File: src/hdl/stds_pkg.sv
`timescale 1ns / 1ps

package stds_pkg;

    localparam int NUM_DIGITS   = 4;
    localparam int SLOT_W       = $clog2(NUM_DIGITS);
    localparam int BLINK_ROUNDS = 16;
    localparam int ROUND_W      = $clog2(BLINK_ROUNDS);

    localparam int VALUE_W  = 14;
    localparam int SAMPLE_W = 10;
    localparam int OFFSET_W = 10;
    localparam int SCALE_W  = 12;
    localparam int LEVEL_W  = 11;
    localparam int PROD_W   = VALUE_W + SCALE_W;
    localparam int FRAC_W   = 12;
    localparam int BCD_W    = 16;
    localparam int CFG_W    = 12;
    localparam int CFG_IDX_W = 2;
    localparam int ENABLE_W = 4;

    typedef enum logic [1:0] {
        CMD_SAMPLE  = 2'd0,
        CMD_BUTTONS = 2'd1,
        CMD_TICK    = 2'd2,
        CMD_SLOT    = 2'd3
    } cmd_t;

    localparam logic [CFG_IDX_W-1:0] CFG_THRESHOLD_OFFSET = 2'd0;
    localparam logic [CFG_IDX_W-1:0] CFG_TICK_SCALE       = 2'd1;

    localparam int BTN_ARM       = 0;
    localparam int BTN_ONES      = 1;
    localparam int BTN_TENS      = 2;
    localparam int BTN_HUNDREDS  = 3;
    localparam int BTN_THOUSANDS = 4;

    localparam logic [OFFSET_W-1:0] OFFSET_RESET  = 10'd100;
    localparam logic [SCALE_W-1:0]  SCALE_RESET   = 12'd3750;
    localparam logic [LEVEL_W-1:0]  TRIGGER_RESET = 11'd140;
    localparam logic [VALUE_W-1:0]  TICK_MAX      = 14'd16383;
    localparam logic [PROD_W-1:0]   PROD_RESET    = 26'd3750;

    // floor(x/10) and floor(x/100) are exact for any 14-bit x with these
    localparam logic [15:0] DIV10_MUL  = 16'd52429;
    localparam logic [12:0] DIV100_MUL = 13'd5243;
    localparam int          DIV_SHIFT  = 19;

    typedef struct packed {
        logic                strobe_fire;
        logic                adc_start;
        logic                segments_load;
        logic [7:0]          segments;
        logic [ENABLE_W-1:0] digit_enable;
        logic                is_armed;
        logic                is_firing;
    } result_t;

    function automatic logic [7:0] seg_pattern(input logic [3:0] digit);
        logic [7:0] pat;
        unique case (digit)
            4'd0:    pat = 8'hFD;
            4'd1:    pat = 8'h28;
            4'd2:    pat = 8'hE7;
            4'd3:    pat = 8'h6F;
            4'd4:    pat = 8'h3B;
            4'd5:    pat = 8'h5F;
            4'd6:    pat = 8'hDF;
            4'd7:    pat = 8'h2C;
            4'd8:    pat = 8'hFF;
            4'd9:    pat = 8'h7F;
            default: pat = 8'h00;
        endcase
        return pat;
    endfunction

    function automatic logic [VALUE_W-1:0] place_value(input logic [1:0] idx);
        logic [VALUE_W-1:0] v;
        unique case (idx)
            2'd0:    v = 14'd1;
            2'd1:    v = 14'd10;
            2'd2:    v = 14'd100;
            default: v = 14'd1000;
        endcase
        return v;
    endfunction

    function automatic logic [VALUE_W-1:0] nine_place(input logic [1:0] idx);
        logic [VALUE_W-1:0] v;
        unique case (idx)
            2'd0:    v = 14'd9;
            2'd1:    v = 14'd90;
            2'd2:    v = 14'd900;
            default: v = 14'd9000;
        endcase
        return v;
    endfunction

endpackage

File: src/hdl/sound_triggered_delay_strobe.sv
`timescale 1ns / 1ps

// Sound-triggered delay strobe controller. Each input word is one event (converter sample,
// button snapshot, timer tick or display slot) and yields exactly one result word. A word
// can be taken on every clock while in_stall is low: all event work is a short path from
// the accepted word and the state registers into the output or skid register. The
// tick-times-scale product for the next tick is registered from the next state, so a
// tick never waits on the multiplier. Results leave through an output register
// backed by a skid register; in_stall rises only while both hold a word the downstream
// side has not taken. Configuration writes take effect at the write edge.
module sound_triggered_delay_strobe (
    input  logic                           clk,
    input  logic                           rst_n,
    input  logic                           cfg_write,
    input  logic [stds_pkg::CFG_IDX_W-1:0] cfg_index,
    input  logic [stds_pkg::CFG_W-1:0]     cfg_data,
    input  logic                           in_valid,
    output logic                           in_stall,
    input  logic [1:0]                     cmd,
    input  logic [stds_pkg::SAMPLE_W-1:0]  sample,
    input  logic [4:0]                     buttons,
    output logic                           out_valid,
    input  logic                           out_stall,
    output logic                           strobe_fire,
    output logic                           adc_start,
    output logic                           segments_load,
    output logic [7:0]                     segments,
    output logic [stds_pkg::ENABLE_W-1:0]  digit_enable,
    output logic                           is_armed,
    output logic                           is_firing
);

    localparam int VW = stds_pkg::VALUE_W;

    // configuration
    logic [stds_pkg::OFFSET_W-1:0] offset_reg;
    logic [stds_pkg::SCALE_W-1:0]  scale_reg, scale_next;

    // event state
    logic [stds_pkg::BCD_W-1:0]    delay_bcd_reg, delay_bcd_next;
    logic [VW-1:0]                 delay_reg, delay_next;
    logic [VW-1:0]                 shown_reg, shown_next;
    logic [10:0]                   shown_d10_reg, shown_d10_next;
    logic [7:0]                    shown_d100_reg, shown_d100_next;
    logic [VW-1:0]                 tick_reg, tick_next;
    logic [stds_pkg::PROD_W-1:0]   prod_reg, prod_next;
    logic [stds_pkg::SAMPLE_W-1:0] last_sample_reg, last_sample_next;
    logic [stds_pkg::LEVEL_W-1:0]  trigger_reg, trigger_next;
    logic                          armed_reg, armed_next;
    logic                          firing_reg, firing_next;
    logic                          blink_reg, blink_next;
    logic [stds_pkg::SLOT_W-1:0]   slot_reg, slot_next;
    logic [stds_pkg::ROUND_W-1:0]  rounds_reg, rounds_next;
    logic [10:0]                   scan_d10_reg, scan_d10_next;
    logic [7:0]                    scan_d100_reg, scan_d100_next;

    // output register and skid
    stds_pkg::result_t             out_reg, out_next;
    stds_pkg::result_t             skid_reg, skid_next;
    logic                          out_valid_reg, out_valid_next;
    logic                          skid_valid_reg, skid_valid_next;
    stds_pkg::result_t             res;

    logic                          push, pop;
    stds_pkg::cmd_t                ev;

    // helpers
    logic                          bump_en;
    logic [1:0]                    bump_idx;
    logic [3:0]                    bump_digit;
    logic [VW-1:0]                 prod_q;
    logic                          expired;
    logic [VW-1:0]                 remaining;
    logic [29:0]                   rem_m10;
    logic [26:0]                   rem_m100;
    logic [VW-1:0]                 tick_inc;
    logic [VW-1:0]                 tick_ahead;
    logic                          wrap;
    logic [stds_pkg::SLOT_W-1:0]   slot_adv;
    logic [23:0]                   a_m100;
    logic [10:0]                   digit_wide;

    function automatic logic [10:0] bcd_div10(input logic [stds_pkg::BCD_W-1:0] bcd);
        return 11'(11'(bcd[15:12]) * 11'd100 + 11'(bcd[11:8]) * 11'd10 + 11'(bcd[7:4]));
    endfunction

    function automatic logic [7:0] bcd_div100(input logic [stds_pkg::BCD_W-1:0] bcd);
        return 8'(8'(bcd[15:12]) * 8'd10 + 8'(bcd[11:8]));
    endfunction

    assign push     = in_valid && !in_stall;
    assign pop      = out_valid_reg && !out_stall;
    assign in_stall = skid_valid_reg;
    assign ev       = stds_pkg::cmd_t'(cmd);

    assign prod_q    = prod_reg[stds_pkg::PROD_W-1:stds_pkg::FRAC_W];
    assign expired   = delay_reg <= prod_q;
    assign remaining = delay_reg - prod_q;
    assign rem_m10   = 30'(remaining) * 30'(stds_pkg::DIV10_MUL);
    assign rem_m100  = 27'(remaining) * 27'(stds_pkg::DIV100_MUL);
    assign a_m100    = 24'(scan_d10_reg) * 24'(stds_pkg::DIV100_MUL);
    assign tick_inc  = (tick_reg == stds_pkg::TICK_MAX) ? tick_reg : tick_reg + 14'd1;

    assign slot_adv = (slot_reg == stds_pkg::SLOT_W'(stds_pkg::NUM_DIGITS - 1))
                    ? '0 : slot_reg + stds_pkg::SLOT_W'(1);
    assign wrap     = (slot_adv == '0);

    // highest pressed digit button wins
    always_comb
    begin
        bump_en  = 1'b1;
        bump_idx = 2'd0;
        priority if (!buttons[stds_pkg::BTN_THOUSANDS])
            bump_idx = 2'd3;
        else if (!buttons[stds_pkg::BTN_HUNDREDS])
            bump_idx = 2'd2;
        else if (!buttons[stds_pkg::BTN_TENS])
            bump_idx = 2'd1;
        else if (!buttons[stds_pkg::BTN_ONES])
            bump_idx = 2'd0;
        else
            bump_en = 1'b0;
    end

    assign bump_digit = delay_bcd_reg[bump_idx*4 +: 4];

    always_comb
    begin
        scale_next       = scale_reg;
        delay_bcd_next   = delay_bcd_reg;
        delay_next       = delay_reg;
        shown_next       = shown_reg;
        shown_d10_next   = shown_d10_reg;
        shown_d100_next  = shown_d100_reg;
        tick_next        = tick_reg;
        last_sample_next = last_sample_reg;
        trigger_next     = trigger_reg;
        armed_next       = armed_reg;
        firing_next      = firing_reg;
        blink_next       = blink_reg;
        slot_next        = slot_reg;
        rounds_next      = rounds_reg;
        scan_d10_next    = scan_d10_reg;
        scan_d100_next   = scan_d100_reg;
        digit_wide       = '0;
        res              = '0;

        if (cfg_write && cfg_index == stds_pkg::CFG_TICK_SCALE)
            scale_next = cfg_data[stds_pkg::SCALE_W-1:0];

        if (push)
        begin
            unique case (ev)
                stds_pkg::CMD_SAMPLE:
                begin
                    if (armed_reg && 11'(sample) > trigger_reg)
                    begin
                        armed_next  = 1'b0;
                        firing_next = 1'b1;
                    end
                    last_sample_next = sample;
                end
                stds_pkg::CMD_BUTTONS:
                begin
                    if (bump_en)
                    begin
                        if (bump_digit == 4'd9)
                        begin
                            delay_bcd_next[bump_idx*4 +: 4] = 4'd0;
                            delay_next = delay_reg - stds_pkg::nine_place(bump_idx);
                        end
                        else
                        begin
                            delay_bcd_next[bump_idx*4 +: 4] = bump_digit + 4'd1;
                            delay_next = delay_reg + stds_pkg::place_value(bump_idx);
                        end
                    end
                    if (!buttons[stds_pkg::BTN_ARM])
                    begin
                        trigger_next = 11'(last_sample_reg) + 11'(offset_reg);
                        armed_next   = !armed_reg;
                    end
                    shown_next      = delay_next;
                    shown_d10_next  = bcd_div10(delay_bcd_next);
                    shown_d100_next = bcd_div100(delay_bcd_next);
                end
                stds_pkg::CMD_TICK:
                begin
                    if (firing_reg)
                    begin
                        if (expired)
                        begin
                            res.strobe_fire = 1'b1;
                            firing_next     = 1'b0;
                            tick_next       = '0;
                            shown_next      = delay_reg;
                            shown_d10_next  = bcd_div10(delay_bcd_reg);
                            shown_d100_next = bcd_div100(delay_bcd_reg);
                        end
                        else
                        begin
                            tick_next       = tick_inc;
                            shown_next      = remaining;
                            shown_d10_next  = rem_m10[29:stds_pkg::DIV_SHIFT];
                            shown_d100_next = rem_m100[26:stds_pkg::DIV_SHIFT];
                        end
                    end
                    else
                        res.adc_start = 1'b1;
                end
                stds_pkg::CMD_SLOT:
                begin
                    res.segments_load = 1'b1;
                    if (blink_reg)
                        res.digit_enable = stds_pkg::ENABLE_W'(1) << slot_adv;
                    slot_next = slot_adv;
                    if (wrap)
                    begin
                        // reload the scan from the shown value
                        digit_wide     = 11'(shown_reg) - 11'({shown_d10_reg, 3'b000})
                                       - 11'({shown_d10_reg, 1'b0});
                        scan_d10_next  = shown_d10_reg;
                        scan_d100_next = shown_d100_reg;
                        rounds_next    = (rounds_reg ==
                                          stds_pkg::ROUND_W'(stds_pkg::BLINK_ROUNDS - 1))
                                       ? '0 : rounds_reg + stds_pkg::ROUND_W'(1);
                        if (armed_reg)
                        begin
                            if (rounds_next == '0)
                                blink_next = !blink_reg;
                        end
                        else
                            blink_next = 1'b1;
                    end
                    else
                    begin
                        // shift the scan down one decimal place
                        digit_wide     = scan_d10_reg - 11'({scan_d100_reg, 3'b000})
                                       - 11'({scan_d100_reg, 1'b0});
                        scan_d10_next  = 11'(scan_d100_reg);
                        scan_d100_next = 8'(a_m100[23:stds_pkg::DIV_SHIFT]);
                    end
                    res.segments = stds_pkg::seg_pattern(digit_wide[3:0]);
                end
                default:
                begin
                end
            endcase
            res.is_armed  = armed_next;
            res.is_firing = firing_next;
        end
    end

    // product for the next tick, from next state
    assign tick_ahead = (tick_next == stds_pkg::TICK_MAX) ? tick_next : tick_next + 14'd1;
    assign prod_next  = stds_pkg::PROD_W'(tick_ahead) * stds_pkg::PROD_W'(scale_next);

    always_comb
    begin
        out_next        = out_reg;
        skid_next       = skid_reg;
        out_valid_next  = out_valid_reg;
        skid_valid_next = skid_valid_reg;
        if (!out_valid_reg || pop)
        begin
            if (skid_valid_reg)
            begin
                out_next        = skid_reg;
                out_valid_next  = 1'b1;
                skid_valid_next = push;
                skid_next       = res;
            end
            else
            begin
                out_next       = res;
                out_valid_next = push;
            end
        end
        else if (push)
        begin
            // hold the new word until the output drains
            skid_next       = res;
            skid_valid_next = 1'b1;
        end
    end

    always_ff @(posedge clk or negedge rst_n)
    begin
        if (!rst_n)
        begin
            offset_reg      <= stds_pkg::OFFSET_RESET;
            scale_reg       <= stds_pkg::SCALE_RESET;
            delay_bcd_reg   <= '0;
            delay_reg       <= '0;
            shown_reg       <= '0;
            shown_d10_reg   <= '0;
            shown_d100_reg  <= '0;
            tick_reg        <= '0;
            prod_reg        <= stds_pkg::PROD_RESET;
            last_sample_reg <= '0;
            trigger_reg     <= stds_pkg::TRIGGER_RESET;
            armed_reg       <= 1'b0;
            firing_reg      <= 1'b0;
            blink_reg       <= 1'b0;
            slot_reg        <= '0;
            rounds_reg      <= '0;
            scan_d10_reg    <= '0;
            scan_d100_reg   <= '0;
            out_valid_reg   <= 1'b0;
            skid_valid_reg  <= 1'b0;
        end
        else
        begin
            if (cfg_write && cfg_index == stds_pkg::CFG_THRESHOLD_OFFSET)
                offset_reg <= cfg_data[stds_pkg::OFFSET_W-1:0];
            scale_reg       <= scale_next;
            delay_bcd_reg   <= delay_bcd_next;
            delay_reg       <= delay_next;
            shown_reg       <= shown_next;
            shown_d10_reg   <= shown_d10_next;
            shown_d100_reg  <= shown_d100_next;
            tick_reg        <= tick_next;
            prod_reg        <= prod_next;
            last_sample_reg <= last_sample_next;
            trigger_reg     <= trigger_next;
            armed_reg       <= armed_next;
            firing_reg      <= firing_next;
            blink_reg       <= blink_next;
            slot_reg        <= slot_next;
            rounds_reg      <= rounds_next;
            scan_d10_reg    <= scan_d10_next;
            scan_d100_reg   <= scan_d100_next;
            out_valid_reg   <= out_valid_next;
            skid_valid_reg  <= skid_valid_next;
        end
    end

    always_ff @(posedge clk)
    begin
        out_reg  <= out_next;
        skid_reg <= skid_next;
    end

    assign out_valid     = out_valid_reg;
    assign strobe_fire   = out_reg.strobe_fire;
    assign adc_start     = out_reg.adc_start;
    assign segments_load = out_reg.segments_load;
    assign segments      = out_reg.segments;
    assign digit_enable  = out_reg.digit_enable;
    assign is_armed      = out_reg.is_armed;
    assign is_firing     = out_reg.is_firing;

endmodule
File: config.mk
export PLATFORM = sky130hd
export DESIGN_NAME = sound_triggered_delay_strobe
export DESIGN_NICKNAME = d
export VERILOG_FILES = /design/src/hdl/stds_pkg.sv /design/src/hdl/sound_triggered_delay_strobe.sv
export SDC_FILE = /design/constraint.sdc
export NUM_CORES = 2
export LEC_CHECK = 0
export BUFFER_PORTS_ARGS = -buffer_cell sky130_fd_sc_hd__buf_2
export CORE_UTILIZATION = 39
export DETAILED_ROUTE_END_ITERATION = 12
export GPL_ROUTABILITY_DRIVEN = 0
export SYNTH_ARGS = -nofsm -noshare
export SYNTH_HDL_FRONTEND = slang
export SYNTH_SLANG_ARGS = --single-unit
File: constraint.sdc
create_clock -name clk -period 25.1 [get_ports clk]
set_clock_uncertainty 0.05 [all_clocks]
set_input_delay 1.255 -clock clk [delete_from_list [all_inputs] [get_ports clk]]
set_output_delay 1.255 -clock clk [all_outputs]
set_load 0.05 [all_outputs]
==> results by group <==
Run status
  • Status: finished clean

Clocking
  • Count of clock tree sinks: ~190
  • Worst-path clk slew: approximately 0.070 ns
  • CTS tree: done
  • Post-CTS Repair Setup Buffers: 0
  • Worst-Skew Late Latency: slightly below 0.5 ns
  • CTS buffer count: 17
  • CTS H-tree lvls: 4
  • CTS max path bufs: 2
  • Post-CTS Hold Fix Bufs: 0
  • Root Driver: clkbuf_16
  • # resized after CTS: 0

Synth
  • Cell Area, Synth: roughly 27000 um^2
  • Ys async rst share: between 80% and 90%
  • Dominant cell type by area after synthesis: ha_1
  • Synthesis warning total: 0
  • Synth area leaders: ha_1, fa_1, dfrtp_1
  • Synth top area share: around 22%
  • Register area share after synthesis: a little under a fifth
  • Netlist cell types: 88
  • Mean area per synthesized cell: 9.434 um^2
  • Syn Nets: ~3600
  • EDFF count, synth: 34
  • Dominant synthesized flop cell: dfrtp_1
  • Cells after Synth: between 2000 and 3000
  • #FFs+latches synth: about 190

Die
  • Die ar.: approximately 69000 um^2
  • Std-Cell Rows: 95
  • Chip width: 263.2 um
  • Initial Utilization: 39.49%
  • Core footprint: between 60000 and 70000 um^2
  • IO Pins: 55
  • Die Y: ~260 um

Setup path
  • Slowest cell on crit path: xor2_1
  • Worst Path Arrival: approximately 10 ns
  • Crit Path Max Fanout: 12
  • Crit-path max cell delay: slightly below 0.9 ns
  • CP required: about 25 ns
  • CP most frequent cell: fa_1
  • CP startpoint kind: flip-flop
  • Setup CP Type: reg -> reg
  • CP Capture Type: flip-flop

Timing
  • Post-route worst setup slack: ~15 ns
  • RSZ-0062 raised after global routing: false
  • Worst hold slack: approximately 0.43 ns
  • Slew headroom: between 15 and 20%
  • Final hold vios: 0
  • Slew @ Worst Pin: 1.223 ns
  • Total negative slack: 0 ns
  • Final setup viols: 0
  • Min Tclk post-route: ~9.7 ns
  • Slew Viols, Final: 0
  • Period utilisation layout: slightly below 40%
  • Fmax: a little over 100 MHz

Cells and area
  • Fin cells: roughly 3700
  • Fill cell count: between 6000 and 7000
  • Layout cells sized above 1: about 7.0%
  • Synthesis-to-layout area growth: 7.358%
  • Number of flip-flops in the largest register: 17
  • Nets: between 3000 and 4000

Routing
  • DR vias/cell: 5.083
  • WL/cell: 16.84 um
  • Drt pass-1 iters: 5
  • Final WL: 62940 um
  • Vias: ~19000
  • Antenna-violating nets left: 0
  • Initial DRC count: about 1100
  • Post-route DRC: 0

Hold path
  • Worst min-delay path class: reg -> reg

Placement
  • Detailed placement HPWL: ~53000 um
  • DP Worst Slack: around 16 ns
  • Input/output buffers: 54
  • Placed insts: 3704

Global routing
  • Vias in the first global route: 19580
  • GRT Total Usage: between 10% and 20%
  • Total gr overflow: 0
  • Initial antenna violation count: 1
  • First-pass GRT wire length: around 100000 um
  • Largest net degree at the start of global routing: 61

Job
  • Max_cap viols: 0
-- metal layers --
layer / up-vias / share of wire (%) / global-route usage (%)
met5: - / 0 / 0
li1: 9360 / - / -
met4: 0 / 2.1 / 5.279
met3: 61 / 3.4 / 2.273
met2: 344 / 48 / 32.23
met1: 9230 / 47 / 25.75
-- worst max-delay path: cells and delay by family, from the launching register on --
kind	cells	cell delay, ns
xor+xnor	3	1.17
flops	1	0.50
compound gates	6	1.23
simple gates	13	3.14
fa+ha+maj	8	3.52
-- final timing paths --
path	startpoint	endpoint	slack [ns]	cells after the start
setup / recovery	tick_reg[0]$_DFF_PN0_	prod_reg[24]$_DFF_PN0_	15.38	30
min in group asynchronous	rst_n	scan_d10_reg[4]$_DFFE_PN0P_	0.70	1
setup reg to reg	tick_reg[0]$_DFF_PN0_	prod_reg[24]$_DFF_PN0_	15.38	30
hold / removal	scan_d100_reg[5]$_DFFE_PN0P_	scan_d100_reg[5]$_DFFE_PN0P_	0.43	2
hold reg to reg	scan_d100_reg[5]$_DFFE_PN0P_	scan_d100_reg[5]$_DFFE_PN0P_	0.43	2
max in group asynchronous	rst_n	trigger_reg[5]$_DFFE_PN0P_	22.50	3
-- synthesized netlist by cell type (5+ instances only) --
| cell type | instances |
|---|---|
| inv_1 | 537 |
| ha_1 | 470 |
| fa_1 | 293 |
| nand2_1 | 258 |
| dfrtp_1 | 141 |
| o21ai_0 | 127 |
| a21oi_1 | 115 |
| nor2_1 | 98 |
| xnor2_1 | 73 |
| a21o_1 | 57 |
| nand3_1 | 50 |
| and2_1 | 49 |
| clkbuf_1 | 47 |
| nor3_1 | 42 |
| mux2_2 | 41 |
| xor2_1 | 41 |
| edfxtp_1 | 34 |
| mux2i_1 | 25 |
| nor2b_1 | 23 |
| and3_1 | 20 |
| nand2b_1 | 19 |
| nand4_1 | 17 |
| o21a_1 | 17 |
| o211ai_1 | 15 |
| dfstp_2 | 13 |
| buf_2 | 12 |
| o31ai_1 | 12 |
| a211oi_1 | 11 |
| a31oi_1 | 11 |
| or3_1 | 11 |
| a21boi_0 | 8 |
| o21bai_1 | 8 |
| buf_1 | 7 |
| nor4_1 | 7 |
| or2_2 | 7 |
| a22o_1 | 6 |
| a22oi_1 | 6 |
| nand3b_1 | 5 |
| o221ai_1 | 5 |
-- logic make-up (layout without fill, tap and decap cells) --
logic type | count (synthesis) | in the layout | synth area share [%]
AOI/OAI and AO/OA | 451 | 451 | 10.85
xor gates and xnor gates | 114 | 114 | 3.752
adders and majority gates | 763 | 763 | 44.14
buffers and inverters | 606 | 648 | 8.637
DFF | 188 | 188 | 18.38
muxes | 66 | 66 | 2.675
other | 0 | 1 | 0
and+or+nand+nor | 633 | 633 | 11.57
-- cell usage in the layout (no fill, tap or decap), drive strengths merged, types with 73 or more instances in the layout --
master / netlist / routed
xnor2: 73 / 73
ha: 470 / 470
o21ai: 130 / 130
inv: 537 / 544
buf: 20 / 78
nand2: 259 / 259
dfrtp: 141 / 141
nor2: 101 / 101
fa: 293 / 293
a21oi: 115 / 115
-- through the flow --
stage,area (um^2),util (%)
floorplan,26610,-
global placement,27900,41.39
detailed placement,27900,41.39
CTS,28570,42.39
global route,28570,42.39
finish,28570,42.39
-- layout make-up --
class	count	area (um^2)	area share (%)
timing repair buffer	78	456.7	1.598
antenna	1	2.502	0.008758
clock inverter	15	246.5	0.8627
inverter	538	2019	7.068
sequential	188	4891	17.12
tap	873	1092	3.823
clock buffer	17	425.4	1.489
multi-input combinational	2027	19440	68.03
Power is left out: the tool's default activity adds up to more than one toggle a clock period on the data nets, which glitch-free logic cannot reach.
